--- config.mk ---
export PLATFORM = sky130hd
export DESIGN_NAME = hex_text_fronthaul_frame_parser_flat
export DESIGN_NICKNAME = d
export VERILOG_FILES = /design/src/rtl/htfp_pkg.sv /design/src/rtl/htfp_char_if.sv /design/src/rtl/htfp_field_if.sv /design/src/rtl/htfp_in_stage.sv /design/src/rtl/htfp_step.sv /design/src/rtl/htfp_out_stage.sv /design/src/rtl/hex_text_fronthaul_frame_parser.sv /design/src/flat_wrapper.sv
export SDC_FILE = /design/constraint.sdc
export NUM_CORES = 1
export LEC_CHECK = 0
export ABC_AREA = 1
export ABC_CLOCK_PERIOD_IN_PS = 5500
export BUFFER_PORTS_ARGS = -buffer_cell sky130_fd_sc_hd__buf_2
export CORE_MARGIN = 2
export CORE_UTILIZATION = 60
export CTS_CLUSTER_SIZE = 20
export DETAILED_ROUTE_END_ITERATION = 6
export GPL_ROUTABILITY_DRIVEN = 0
export PLACE_DENSITY = 0.89
export SLEW_MARGIN = 20
export SYNTH_ARGS = -nofsm -noshare
export SYNTH_HDL_FRONTEND = slang
export SYNTH_SLANG_ARGS = --single-unit
--- constraint.sdc ---
create_clock -name clk -period 5.5 [get_ports clk]
set_clock_uncertainty 0.2 [all_clocks]
set_input_delay 0.825 -clock clk [delete_from_list [all_inputs] [get_ports clk]]
set_output_delay 0.825 -clock clk [all_outputs]
set_load 0.02 [all_outputs]
--- src/rtl/htfp_pkg.sv ---
// Shared types, constants and helper functions for the hex text fronthaul frame parser.
// Has no dependencies; every other file of the block depends on it.
package htfp_pkg;

  // Field widths of the request and result channels.
  localparam int CHAR_W  = 8;
  localparam int CODE_W  = 5;
  localparam int VALUE_W = 48;
  localparam int PHASE_W = 5;
  localparam int COUNT_W = 5;
  localparam int PLEFT_W = 16;

  // Parse phases: 0 is gap check and preamble, 1..15 header fields, then payload and CRC.
  localparam logic [PHASE_W-1:0] PH_GAP     = 5'd0;
  localparam logic [PHASE_W-1:0] PH_FIRST   = 5'd1;
  localparam logic [PHASE_W-1:0] PH_LENGTH  = 5'd3;
  localparam logic [PHASE_W-1:0] PH_LASTHDR = 5'd15;
  localparam logic [PHASE_W-1:0] PH_PAYLOAD = 5'd16;
  localparam logic [PHASE_W-1:0] PH_CRC     = 5'd17;

  // Field codes of the payload and CRC phases.
  localparam logic [CODE_W-1:0] CODE_PAYLOAD = 5'd15;
  localparam logic [CODE_W-1:0] CODE_CRC     = 5'd16;

  // Character counts.
  localparam logic [COUNT_W-1:0] GAP_CHARS      = 5'd8;
  localparam logic [COUNT_W-1:0] PREAMBLE_CHARS = 5'd16;
  localparam logic [COUNT_W-1:0] PAYLOAD_CHARS  = 5'd2;
  localparam logic [COUNT_W-1:0] CRC_CHARS      = 5'd8;

  // Preamble, header and CRC bytes counted in the length field.
  localparam logic [PLEFT_W-1:0] HDR_BYTES_WITH_CRC = 16'd42;

  // ASCII codes.
  localparam logic [CHAR_W-1:0] CH_SPACE   = 8'h20;
  localparam logic [CHAR_W-1:0] CH_NEWLINE = 8'h0A;
  localparam logic [CHAR_W-1:0] CH_ZERO    = 8'h30;
  localparam logic [CHAR_W-1:0] CH_NINE    = 8'h39;
  localparam logic [CHAR_W-1:0] CH_SEVEN   = 8'h37;
  localparam logic [CHAR_W-1:0] CH_LOW_A   = 8'h61;
  localparam logic [CHAR_W-1:0] CH_LOW_F   = 8'h66;
  localparam logic [CHAR_W-1:0] CH_UP_A    = 8'h41;
  localparam logic [CHAR_W-1:0] CH_UP_F    = 8'h46;

  // One result item.
  typedef struct packed {
    logic [CODE_W-1:0]  field_code;
    logic [VALUE_W-1:0] field_value;
    logic               bad_digit;
    logic               short_length;
  } result_t;

  // Hex characters in each header field, indexed by phase.
  function automatic logic [COUNT_W-1:0] hdr_chars(input logic [3:0] phase);
    logic [COUNT_W-1:0] n;
    unique case (phase)
      4'd1, 4'd2:                      n = 5'd12;
      4'd3, 4'd6, 4'd7, 4'd8, 4'd11:   n = 5'd4;
      4'd4, 4'd5, 4'd9, 4'd10, 4'd12,
      4'd13, 4'd14, 4'd15:             n = 5'd2;
      default:                         n = 5'd0;
    endcase
    return n;
  endfunction

  // Nibble value of a hex character; anything else reads as zero and is flagged.
  function automatic logic [4:0] nibble_of(input logic [CHAR_W-1:0] c);
    logic [CHAR_W-1:0] d;
    logic [4:0] r;
    d = '0;
    if (c >= CH_ZERO && c <= CH_NINE) begin
      d = c - CH_ZERO;
      r = {1'b0, d[3:0]};
    end else if (c >= CH_LOW_A && c <= CH_LOW_F) begin
      d = c - CH_LOW_A + 8'd10;
      r = {1'b0, d[3:0]};
    end else if (c >= CH_UP_A && c <= CH_UP_F) begin
      d = c - CH_UP_A + 8'd10;
      r = {1'b0, d[3:0]};
    end else begin
      r = {1'b1, 4'h0};
    end
    return r;
  endfunction

endpackage

--- src/rtl/htfp_char_if.sv ---
// Request channel carrying one ASCII character per request.
// Depends on htfp_pkg for the character width.
interface htfp_char_if;
  logic                       valid;
  logic                       ready;
  logic [htfp_pkg::CHAR_W-1:0] in_char;

  modport source(output valid, output in_char, input ready);
  modport sink(input valid, input in_char, output ready);
endinterface

--- src/rtl/htfp_field_if.sv ---
// Result channel carrying one completed frame field per request.
// Depends on htfp_pkg for the field widths.
interface htfp_field_if;
  logic                         valid;
  logic                         ready;
  logic [htfp_pkg::CODE_W-1:0]  field_code;
  logic [htfp_pkg::VALUE_W-1:0] field_value;
  logic                         bad_digit;
  logic                         short_length;

  modport source(output valid, output field_code, output field_value,
                 output bad_digit, output short_length, input ready);
  modport sink(input valid, input field_code, input field_value,
               input bad_digit, input short_length, output ready);
endinterface

--- src/rtl/htfp_in_stage.sv ---
// Input register of the parser: holds one accepted character until it is parsed.
// Depends on htfp_pkg and htfp_char_if.
module htfp_in_stage (
  input  logic                        clk,
  input  logic                        rst,
  htfp_char_if.sink                   chars,
  input  logic                        advance,
  output logic                        held_valid,
  output logic [htfp_pkg::CHAR_W-1:0] held_char
);
  import htfp_pkg::*;

  // The register frees up whenever its character moves on to the parse step.
  assign chars.ready = !held_valid || advance;

  // Capture a new request or drain the held one.
  always_ff @(posedge clk) begin
    if (rst) begin
      held_valid <= 1'b0;
    end else if (chars.valid && chars.ready) begin
      held_valid <= 1'b1;
    end else if (advance) begin
      held_valid <= 1'b0;
    end
  end

  always_ff @(posedge clk) begin
    if (chars.valid && chars.ready) begin
      held_char <= chars.in_char;
    end
  end

endmodule

--- src/rtl/htfp_step.sv ---
// Parse state and the per-character update: gap check, preamble, fields, payload, CRC.
// Depends on htfp_pkg.
module htfp_step (
  input  logic                        clk,
  input  logic                        rst,
  input  logic                        fire,
  input  logic [htfp_pkg::CHAR_W-1:0] in_char,
  output logic                        has_result,
  output htfp_pkg::result_t           result
);
  import htfp_pkg::*;

  logic [PHASE_W-1:0] parse_phase, parse_phase_next;
  logic [COUNT_W-1:0] chars_in_field, chars_in_field_next;
  logic [PLEFT_W-1:0] payload_left, payload_left_next;
  logic [VALUE_W-1:0] value_accumulator, value_accumulator_next;
  logic               field_bad_seen, field_bad_seen_next;
  logic               gap_still_matching, gap_still_matching_next;

  // Next-state and result logic for one character.
  always_comb begin
    logic [PHASE_W-1:0] ph;
    logic [COUNT_W-1:0] cnt_inc;
    logic [COUNT_W-1:0] need;
    logic [4:0]         nib;
    logic [VALUE_W-1:0] acc;
    logic               bad;
    logic               match;
    logic [PLEFT_W-1:0] pleft;
    logic [CHAR_W-1:0]  expect_ch;

    parse_phase_next        = parse_phase;
    chars_in_field_next     = chars_in_field;
    payload_left_next       = payload_left;
    value_accumulator_next  = value_accumulator;
    field_bad_seen_next     = field_bad_seen;
    gap_still_matching_next = gap_still_matching;
    has_result              = 1'b0;
    result                  = '0;

    ph        = (parse_phase > PH_CRC) ? PH_GAP : parse_phase;
    cnt_inc   = chars_in_field + 5'd1;
    nib       = nibble_of(in_char);
    acc       = {value_accumulator[VALUE_W-5:0], nib[3:0]};
    bad       = field_bad_seen | nib[4];
    match     = gap_still_matching;
    pleft     = payload_left;
    expect_ch = chars_in_field[0] ? CH_SEVEN : CH_ZERO;
    need      = hdr_chars(ph[3:0]);

    if (in_char == CH_SPACE || in_char == CH_NEWLINE) begin
      // Dropped characters leave everything as it is.
    end else if (ph == PH_GAP) begin
      // Gap check over the first group, then the rest of the preamble.
      if (chars_in_field < GAP_CHARS && in_char != expect_ch) begin
        match = 1'b0;
      end
      parse_phase_next        = ph;
      gap_still_matching_next = match;
      chars_in_field_next     = cnt_inc;
      if (cnt_inc == GAP_CHARS && match) begin
        chars_in_field_next = '0;
      end else if (cnt_inc >= PREAMBLE_CHARS) begin
        chars_in_field_next     = '0;
        gap_still_matching_next = 1'b1;
        parse_phase_next        = PH_FIRST;
      end
    end else begin
      // Shift the digit in and close the field when it is complete.
      if (ph == PH_PAYLOAD) begin
        need = PAYLOAD_CHARS;
      end else if (ph == PH_CRC) begin
        need = CRC_CHARS;
      end
      parse_phase_next       = ph;
      value_accumulator_next = acc;
      field_bad_seen_next    = bad;
      chars_in_field_next    = cnt_inc;
      if (cnt_inc >= need) begin
        has_result               = 1'b1;
        result.field_value       = acc;
        result.bad_digit         = bad;
        result.short_length      = 1'b0;
        if (ph == PH_PAYLOAD) begin
          result.field_code = CODE_PAYLOAD;
        end else if (ph == PH_CRC) begin
          result.field_code = CODE_CRC;
        end else begin
          result.field_code = ph - 5'd1;
        end

        if (ph == PH_LENGTH) begin
          if (acc[PLEFT_W-1:0] < HDR_BYTES_WITH_CRC) begin
            result.short_length = 1'b1;
            pleft = '0;
          end else begin
            pleft = acc[PLEFT_W-1:0] - HDR_BYTES_WITH_CRC;
          end
        end

        if (ph == PH_LASTHDR) begin
          parse_phase_next = (pleft != '0) ? PH_PAYLOAD : PH_CRC;
        end else if (ph == PH_PAYLOAD) begin
          if (pleft != '0) begin
            pleft = pleft - 16'd1;
          end
          parse_phase_next = (pleft != '0) ? PH_PAYLOAD : PH_CRC;
        end else if (ph == PH_CRC) begin
          parse_phase_next        = PH_GAP;
          gap_still_matching_next = 1'b1;
        end else begin
          parse_phase_next = ph + 5'd1;
        end

        payload_left_next      = pleft;
        chars_in_field_next    = '0;
        value_accumulator_next = '0;
        field_bad_seen_next    = 1'b0;
      end
    end
  end

  // State registers, updated once per parsed character.
  always_ff @(posedge clk) begin
    if (rst) begin
      parse_phase        <= PH_GAP;
      chars_in_field     <= '0;
      payload_left       <= '0;
      value_accumulator  <= '0;
      field_bad_seen     <= 1'b0;
      gap_still_matching <= 1'b1;
    end else if (fire) begin
      parse_phase        <= parse_phase_next;
      chars_in_field     <= chars_in_field_next;
      payload_left       <= payload_left_next;
      value_accumulator  <= value_accumulator_next;
      field_bad_seen     <= field_bad_seen_next;
      gap_still_matching <= gap_still_matching_next;
    end
  end

endmodule

--- src/rtl/htfp_out_stage.sv ---
// Result register of the parser: holds one completed field until the receiver takes it.
// Depends on htfp_pkg and htfp_field_if.
module htfp_out_stage (
  input  logic              clk,
  input  logic              rst,
  input  logic              fire,
  input  logic              has_result,
  input  htfp_pkg::result_t result,
  output logic              advance,
  htfp_field_if.source      fields
);
  import htfp_pkg::*;

  logic    out_valid;
  result_t out_data;

  // The parse step may run whenever the register is empty or being emptied.
  assign advance = !out_valid || fields.ready;

  always_ff @(posedge clk) begin
    if (rst) begin
      out_valid <= 1'b0;
    end else if (advance) begin
      out_valid <= fire && has_result;
    end
  end

  always_ff @(posedge clk) begin
    if (fire && has_result) begin
      out_data <= result;
    end
  end

  // Drive the result channel from the register.
  assign fields.valid        = out_valid;
  assign fields.field_code   = out_data.field_code;
  assign fields.field_value  = out_data.field_value;
  assign fields.bad_digit    = out_data.bad_digit;
  assign fields.short_length = out_data.short_length;

endmodule

--- src/rtl/hex_text_fronthaul_frame_parser.sv ---
// Top level of the hex text fronthaul frame parser.
// Depends on htfp_pkg, htfp_char_if, htfp_field_if, htfp_in_stage, htfp_step, htfp_out_stage.
//
// Usage:
//   chars  : request channel, one ASCII character of a hex text frame dump per request.
//   fields : result channel, one completed field per request (header field, payload byte,
//            or CRC), with its code, right-aligned value and error flags.
//   Spaces and newlines are dropped; gap groups and the preamble give no result.
//   A character accepted into the input register is parsed from there, and a field
//   completed by it is written to the result register and offered on the result channel
//   from that register.
//   Throughput: one character per cycle while the receiver takes results, set by the
//   state update between the input register and the result register.
//   Reset (rst, synchronous, active high) empties both registers and returns the parser
//   to the gap check at frame start.
//   When the receiver stalls, the held result stays put, the parse step stops, and the
//   input register takes one more character before the request channel stalls in turn.
module hex_text_fronthaul_frame_parser (
  input  logic         clk,
  input  logic         rst,
  htfp_char_if.sink    chars,
  htfp_field_if.source fields
);
  import htfp_pkg::*;

  logic              advance;
  logic              held_valid;
  logic [CHAR_W-1:0] held_char;
  logic              fire;
  logic              has_result;
  result_t           result;

  // A held character is parsed when the result register can take its outcome.
  assign fire = held_valid && advance;

  htfp_in_stage u_in_stage (
    .clk        (clk),
    .rst        (rst),
    .chars      (chars),
    .advance    (advance),
    .held_valid (held_valid),
    .held_char  (held_char)
  );

  htfp_step u_step (
    .clk        (clk),
    .rst        (rst),
    .fire       (fire),
    .in_char    (held_char),
    .has_result (has_result),
    .result     (result)
  );

  htfp_out_stage u_out_stage (
    .clk        (clk),
    .rst        (rst),
    .fire       (fire),
    .has_result (has_result),
    .result     (result),
    .advance    (advance),
    .fields     (fields)
  );

endmodule

--- src/flat_wrapper.sv ---
// flat-port wrapper written by rule: the top's interface ports become plain ports
module hex_text_fronthaul_frame_parser_flat import htfp_pkg::*;
  (clk, rst, chars_valid, chars_in_char, chars_ready, fields_valid, fields_field_code, fields_field_value, fields_bad_digit, fields_short_length, fields_ready);
  htfp_char_if chars_i ();
  htfp_field_if fields_i ();
  input  logic clk;
  input  logic rst;
  input wire logic [$bits(chars_i.valid)-1:0] chars_valid;
  input wire logic [$bits(chars_i.in_char)-1:0] chars_in_char;
  output wire logic [$bits(chars_i.ready)-1:0] chars_ready;
  output wire logic [$bits(fields_i.valid)-1:0] fields_valid;
  output wire logic [$bits(fields_i.field_code)-1:0] fields_field_code;
  output wire logic [$bits(fields_i.field_value)-1:0] fields_field_value;
  output wire logic [$bits(fields_i.bad_digit)-1:0] fields_bad_digit;
  output wire logic [$bits(fields_i.short_length)-1:0] fields_short_length;
  input wire logic [$bits(fields_i.ready)-1:0] fields_ready;
  assign chars_i.valid = chars_valid;
  assign chars_i.in_char = chars_in_char;
  assign chars_ready = chars_i.ready;
  assign fields_valid = fields_i.valid;
  assign fields_field_code = fields_i.field_code;
  assign fields_field_value = fields_i.field_value;
  assign fields_bad_digit = fields_i.bad_digit;
  assign fields_short_length = fields_i.short_length;
  assign fields_i.ready = fields_ready;
  hex_text_fronthaul_frame_parser u_core (.clk(clk), .rst(rst), .chars(chars_i), .fields(fields_i));
endmodule
# Word level (Yosys, flattened, before mapping)
# Memories as Yosys holds them, arrays and structs flattened.
# Cells that the tools add are included.
# classes
multipliers	0
shift	0
n_reduce_logical	26
addsub	10
n_div	0
mux	55
eq_ne	10
n_bitwise	5
magnitude_cmp	11
# op_table
cell	count
two-way mux 16 bit	13
two-way mux 5 bit	20
two-way mux 44 bit	1
nonzero test 16 bit	2
two-way mux 1 bit	19
greater-or-equal comparator 8 x 7 -> 1 bit (second input constant)	2
less-or-equal comparator 8 x 7 -> 1 bit (second input constant)	2
less-than comparator 16 x 6 -> 1 bit (second input constant)	1
subtractor 16 x 1 -> 16 bit (second input constant)	1
subtractor 16 x 6 -> 16 bit (second input constant)	1
subtractor 4 x 1 -> 4 bit (second input constant)	3
adder 5 x 1 -> 5 bit (second input constant)	2
equality test 5 x 4 -> 1 bit (second input constant)	2
equality test 5 bit (second input constant)	2
adder 4 bit (second input constant)	2
equality test 8 x 4 -> 1 bit (second input constant)	1
equality test 8 x 6 -> 1 bit (second input constant)	1
greater-or-equal comparator 8 x 6 -> 1 bit (second input constant)	1
less-or-equal comparator 8 x 6 -> 1 bit (second input constant)	1
logical AND 1 bit	8
inequality test 8 x 6 -> 1 bit	1
OR reduction 4 bit	2
AND reduction 6 bit	1
nonzero test 2 bit	3
other kinds (18)	25
# word_totals
n_memories	1
rom_bits	48
in_bits	12
wordCells	132
register_bits	137
latchBits	0
ram_bits	0
# mem_list
memory	depth	word_bits	read_ports	rd_ports_with_merged_regs	wr	line	rtl
(no name shown)	16	3	1	0	0	htfp_pkg.sv:56	unique case (phase)

# Longest topological paths before layout
# depth
depth_word	24
mapped_depth	33
mapped_depth_nobuf	33

# Modules after synthesis
# From an unflattened synthesis, not the netlist that was laid out.
# hier_totals
cells_unflattened	928
hier_area_um2	7221.9
# by_module_without_submodules
module	seq_area_each_um2	cells_each	area_each_um2	n_inst
htfp_step	1441.4	851	5228.8	1
htfp_out_stage	1671.6	61	1697.9	1
htfp_in_stage	260.2	14	287.8	1
hex_text_fronthaul_frame_parser	0.0	2	7.5	1

# Worst setup path before layout
# No wires, ideal clock.
# synth_timing
path_type	register to register
startpoint	register u_core.u_step.parse_phase[2]
endpoint	register u_core.u_step.payload_left[10]
setup_ps	71
stages_incl_launch_ff	21
required_time_ps	5229
synth_period_minus_slack_ps	4982
setup_slack_ps	518
t_arrival_ps	4711
cell_sequence	dfxtp_1 -> nor2_1 -> a21oi_2 -> nor2_1 -> inv_1 -> ha_1 -> o21ai_0 -> nand3_1 -> ha_1 -> nand2_1 -> nand2_1 -> a21o_1 -> nand2_1 -> nand2_1 -> nor2_1 -> inv_1 -> nand2_1 -> nor2_1 -> clkbuf_1 -> o211ai_1 -> a21oi_1
# synth_between
elab_chain_cells	16
word_cells_on_any_way	29
cone_classes	add/sub (1); order compare (2); eq/ne (4); mux (17); bitwise (1); reduce/logical (3); memory (1)
# synth_lines
item	line	rtl
start: declaration	htfp_step.sv:13	logic [PHASE_W-1:0] parse_phase, parse_phase_next;
start signal: assignment	htfp_step.sv:133	parse_phase <= parse_phase_next;
greater-than comparator 5 bit	htfp_step.sv:41	ph = (parse_phase > PH_CRC) ? PH_GAP : parse_phase;
two-way mux 5 bit *	htfp_step.sv:41	
equality test 5 x 2 -> 1 bit	htfp_step.sv:92	if (ph == PH_LENGTH) begin
two-way mux 16 bit	htfp_step.sv:92	
two-way mux 16 bit	htfp_step.sv:79	if (cnt_inc >= need) begin
two-way mux 16 bit	htfp_step.sv:53	end else if (ph == PH_GAP) begin
two-way mux 16 bit	htfp_step.sv:51	if (in_char == CH_SPACE || in_char == CH_NEWLINE) begin
subtractor 16 x 1 -> 16 bit / nonzero test 16 bit (equally long branches)	htfp_step.sv:105, htfp_step.sv:104	
two-way mux 16 bit	htfp_step.sv:104	if (pleft != '0) begin
two-way mux 16 bit	htfp_step.sv:103	end else if (ph == PH_PAYLOAD) begin
two-way mux 16 bit	htfp_step.sv:101	if (ph == PH_LASTHDR) begin
two-way mux 16 bit	htfp_step.sv:79	
two-way mux 16 bit	htfp_step.sv:53	
two-way mux 16 bit	htfp_step.sv:51	
two-way mux 16 bit	htfp_step.sv:103	
two-way mux 16 bit	htfp_step.sv:101	
end signal: assignment	htfp_step.sv:135	payload_left <= payload_left_next;
end: declaration	htfp_step.sv:15	logic [PLEFT_W-1:0] payload_left, payload_left_next;
# Mark *: on every way between the ends. The rest lies on a longest branch, timed or not. The select of a mux whose other input is x is not followed.
# A chain may end at the register's enable or synchronous reset.

# Worst setup path in the final report
# layout_timing
startpoint	register u_core.u_step.parse_phase[2]
endpoint	register u_core.u_out_stage.out_data (netlist bit u_core.u_out_stage.fields.field_value[24]), data pin
# layout_between
elab_chain_cells	10
word_cells_on_any_way	13
cone_classes	order compare (2); eq/ne (2); mux (5); bitwise (1); reduce/logical (2); memory (1)
# layout_lines
item	line	rtl
greater-than comparator 5 bit	htfp_step.sv:41	
two-way mux 5 bit *	htfp_step.sv:41	
memory read (16 x 3 bit) / equality test 5 bit (equally long branches)	-	
two-way mux 5 bit	htfp_step.sv:72	end else if (ph == PH_CRC) begin
two-way mux 5 bit	htfp_step.sv:70	if (ph == PH_PAYLOAD) begin
two-way mux 5 bit	htfp_step.sv:53	
two-way mux 5 bit	htfp_step.sv:51	
greater-or-equal comparator 5 bit	htfp_step.sv:79	
NOT 1 bit (no line)	-	
OR reduction 3 bit (no line) *	-	
end signal: assignment	htfp_out_stage.sv:30	out_data <= result;
end: declaration	htfp_out_stage.sv:15	result_t out_data;
# Marks and branches as above.

==> metrics.md <==
| Metric | Value |
|---|---|
| Most Frequent Cell on Critical Path | nand2_1 |
| Peak VDD IR | 0.1804 mV |
| Max Transition Viols Final | 0 |
| Reg area | 0.003373 mm2 |
| Dominant cell type by area after synthesis | edfxtp_1 |
| Die area | 0.01282 mm2 |
| Status | finished with violations |
| Antenna Nets Post-Route | 0 |
| Yosys cell types | 39 |
| Syn_nets | 960 |
| First-pass GRT wire length | 27140 um |
| Seq cells post-synth | 137 |
| Num CTS Buffers | 17 |
| DP Worst Slack | 0.8695 ns |
| CP Class | reg -> reg |
| CP max FO | 54 |
| Synth warn | 0 |
| Final worst slack | 1.075 ns |
| Critical Path Sink | u_core.u_out_stage.fields.field_value[24] |
| Top cells by area, synth | edfxtp_1 26%, dfxtp_1 21%, nand2_1 13%, inv_1 6.0%, nor2_1 5.8% |
| Total gr overflow | 0 |
| Slew headroom | 0.4286 |
| Critical path depth | 21 |
| Slowest stage delay, CP | 0.45 ns |
| Synthesized area | 0.007156 mm2 |
| RSZ-0062 raised after global routing | false |
| First-pass iteration count of the detailed router | 7 |
| Final HPWL DP | 11150 um |
| Crit path max-delay family | simple AND/OR/NAND/NOR gates |
| Share of cells above drive strength 1 | 0.1663 |
| Cells along the critical path | nor2_1 > a21oi_2 > nor2_1 > inv_1 > ha_1 > nand2_1 > nor2_1 > inv_1 > nand3_1 > ha_1 > nand2_1 > nand2_1 > a21o_1 > nand2_1 > nand2_1 > nor2_1 > inv_1 > nand2_1 > inv_1 > nand3_4 > nor2_1 |
| Worst slew pin tran | 0.8570 ns |
| Largest net degree at the start of global routing | 71 |
| Highest Clock Rate | 0.2260 GHz |
| Synth top area share | 0.2644 |
| Area growth, synth to finish | 14.36% |
| Vias in the first global route | 5923 |
| Initial antenna violation count | 0 |
| CP max-delay cell | nand3_4 |
| Worst Path Arrival | 4.38 ns |
| WP data required | 5.45 ns |
| Area of the multi-input gates | 0.003211 mm2 |
| Tightest Hold Check Type | reg -> reg |
| Total number of vias | 6402 |
| Commonest cells after routing, fill and taps aside | 256 x nand2_1, 114 x inv_1, 108 x nor2_1, 78 x a21oi_1, 74 x dfxtp_1 |
| # DRC | 12 |
| Post_cts resized | 0 |
| Post-Synthesis Cells | 933 |
| WL/cell | 14.10 um |
| Final layout net count | 1024 |
| Global Route Usage Sum | 0.2629 |
| Clk_lat worst skew | 0.43 ns |
| Drt via density | 5.552 |
| N_diodes | 0 |
| I/O Buffers | 68 |
| Die W | 113.2 um |
| WL final | 16260 um |
| FILL cells | 836 |
| Tcrit/Tclk final | 0.8045 |
| Worst reg2reg path depth | 21 |
| Commonest non-fill, non-tap cell in the layout | nand2_1 |
| Post-route cell area | 0.008183 mm2 |
| CTS tree | built |
| Violated checks | DRC |
| Utilization after layout | 0.7106 |
| CTS hold repair buffers | 0 |
| Critical path origin | u_core.u_step.parse_phase[2] |
| Rows | 39 |
| Sink Count | 137 |
| Post-CTS Setup Repair Bufs | 0 |
| Critical path endpoint category | flop |
| Crit path time final | 4.425 ns |
| Final hold vios | 0 |
| R2R Setup Slk | 1.08 ns |
| Num ports | 69 |
| Clk slew on worst S/H paths | 0.06 ns |
| CP bufs+invs | 4 |
| Leak | 0.003529 uW |
| Crit path launch type | flop |
| Total core area | 0.01152 mm2 |
| Die span in y | 113.2 um |
| Register area share after synthesis | 0.4714 |
| Worst R2R End | u_core.u_out_stage.fields.field_value[24] |
| Starting density of the core | 0.6214 |
| Setup-failing EPs final | 0 |
| Drt initial violations | 658 |
| Pwr per Cell Area | 310.5 mW/mm2 |
| Total negative slack | 0 ns |
| CTS root buffer | clkbuf_16 |
| Max Buffers Root-to-Sink | 2 |
| Max-cap violations | 0 |
| Critical R2R Launch | u_core.u_step.parse_phase[2] |
| Hold WS | 0.2627 ns |
| Synth Area per Inst | 7.669 um2 |
| Htree depth | 4 |
| Placed Area | 0.007616 mm2 |
==> cell usage after synthesis <==
cell,number
a21o_1,1
a21oi_1,78
a21oi_2,2
a221oi_1,3
a22oi_1,1
a31oi_1,4
buf_2,2
buf_6,1
clkbuf_1,26
clkinv_1,2
dfxtp_1,74
edfxtp_1,63
ha_1,15
inv_1,114
inv_2,9
inv_4,1
nand2_1,256
nand2_2,18
nand2_4,3
nand3_1,46
nand3_2,6
nand3_4,3
nand3b_1,3
nand4_1,15
nand4_2,1
nor2_1,110
nor2_2,9
nor2_4,6
nor3_1,9
nor3_2,1
nor4_1,2
o2111ai_1,1
o211ai_1,14
o21a_1,3
o21ai_0,16
o21ai_1,1
o221ai_1,1
o31ai_1,1
xor2_1,12
==> layer usage <==
layer,part of all wire,routed length (um),global-route usage
met5,0,0,0
met4,0.030,482,0.1073
met3,0.069,1123,0.05945
met2,0.48,7814,0.4447
met1,0.42,6838,0.3264
==> kinds of logic (layout without fill, tap and decap cells) <==
logic type | Yosys count | count (layout) | synth area share
AOI/OAI and AO/OA | 126 | 126 | 0.09949
xor gates and xnor gates | 12 | 12 | 0.01469
adders and majority gates | 15 | 15 | 0.02623
buffers and inverters | 155 | 232 | 0.08306
DFF | 137 | 137 | 0.4714
and+or+nand+nor | 488 | 488 | 0.3051
==> power breakdown <==
part / switching [uW] / leakage, uW / internal (uW)
sequential: 15.3 / 0.00119 / 1100
clock: 471 / 0.000268 / 592
combinational: 266 / 0.00207 / 94.0
==> metrics by stage <==
| stage | power [uW] | cells |
|---|---|---|
| finish | 2541 | 1153 |
| global route | 2634 | 1153 |
| CTS | 2547 | 1153 |
| detailed placement | 1487 | 1121 |
| global placement | 1479 | 1121 |
| floorplan | 1399 | 933 |
==> registers in the layout, indices dropped and copies added, names as in the netlist <==
name,count
u_core.u_out_stage.fields.field_value,48
u_core.u_step.value_accumulator,44
u_core.u_step.payload_left,16
u_core.u_in_stage.held_char,8
u_core.u_out_stage.fields.field_code,5
u_core.u_step.chars_in_field,5
u_core.u_step.parse_phase,5
u_core.u_in_stage.held_valid,1
u_core.u_out_stage.fields.bad_digit,1
u_core.u_out_stage.fields.short_length,1
u_core.u_out_stage.fields.valid,1
u_core.u_step.field_bad_seen,1
u_core.u_step.gap_still_matching,1
==> cell type report <==
cell class	instances	area share
flip-flops and latches	137	0.4122
repair buffers	74	0.04709
inverters	126	0.05810
multi-input cells	641	0.3924
well taps	143	0.02187
clock inverters	15	0.01636
clock buffers	17	0.05199
==> worst min path at each step <==
stage,endpoint,cells after the start,from
6_report,u_core.u_step.payload_left[11],2,u_core.u_step.payload_left[11]
5_1_grt,u_core.u_step.payload_left[2],2,u_core.u_step.payload_left[2]
4_1_cts,u_core.u_step.value_accumulator[42],2,u_core.u_step.value_accumulator[42]
3_5_place_dp,u_core.u_step.value_accumulator[42],2,u_core.u_step.value_accumulator[42]
3_3_place_gp,u_core.u_step.chars_in_field[4],2,u_core.u_step.chars_in_field[4]
2_1_floorplan,u_core.u_step.chars_in_field[4],2,u_core.u_step.chars_in_field[4]
==> worst reg2reg max path, stage by stage (launching register included) <==
cell and delay (ns):
dfxtp_1 0.33, nor2_1 0.17, a21oi_2 0.10, nor2_1 0.37
inv_1 0.15, ha_1 0.20, nand2_1 0.12, nor2_1 0.05
inv_1 0.20, nand3_1 0.11, ha_1 0.29, nand2_1 0.07
nand2_1 0.05, a21o_1 0.15, nand2_1 0.05, nand2_1 0.05
nor2_1 0.36, inv_1 0.18, nand2_1 0.19, inv_1 0.15
nand3_4 0.45, nor2_1 0.15
(Power assumes the default switching activity.)
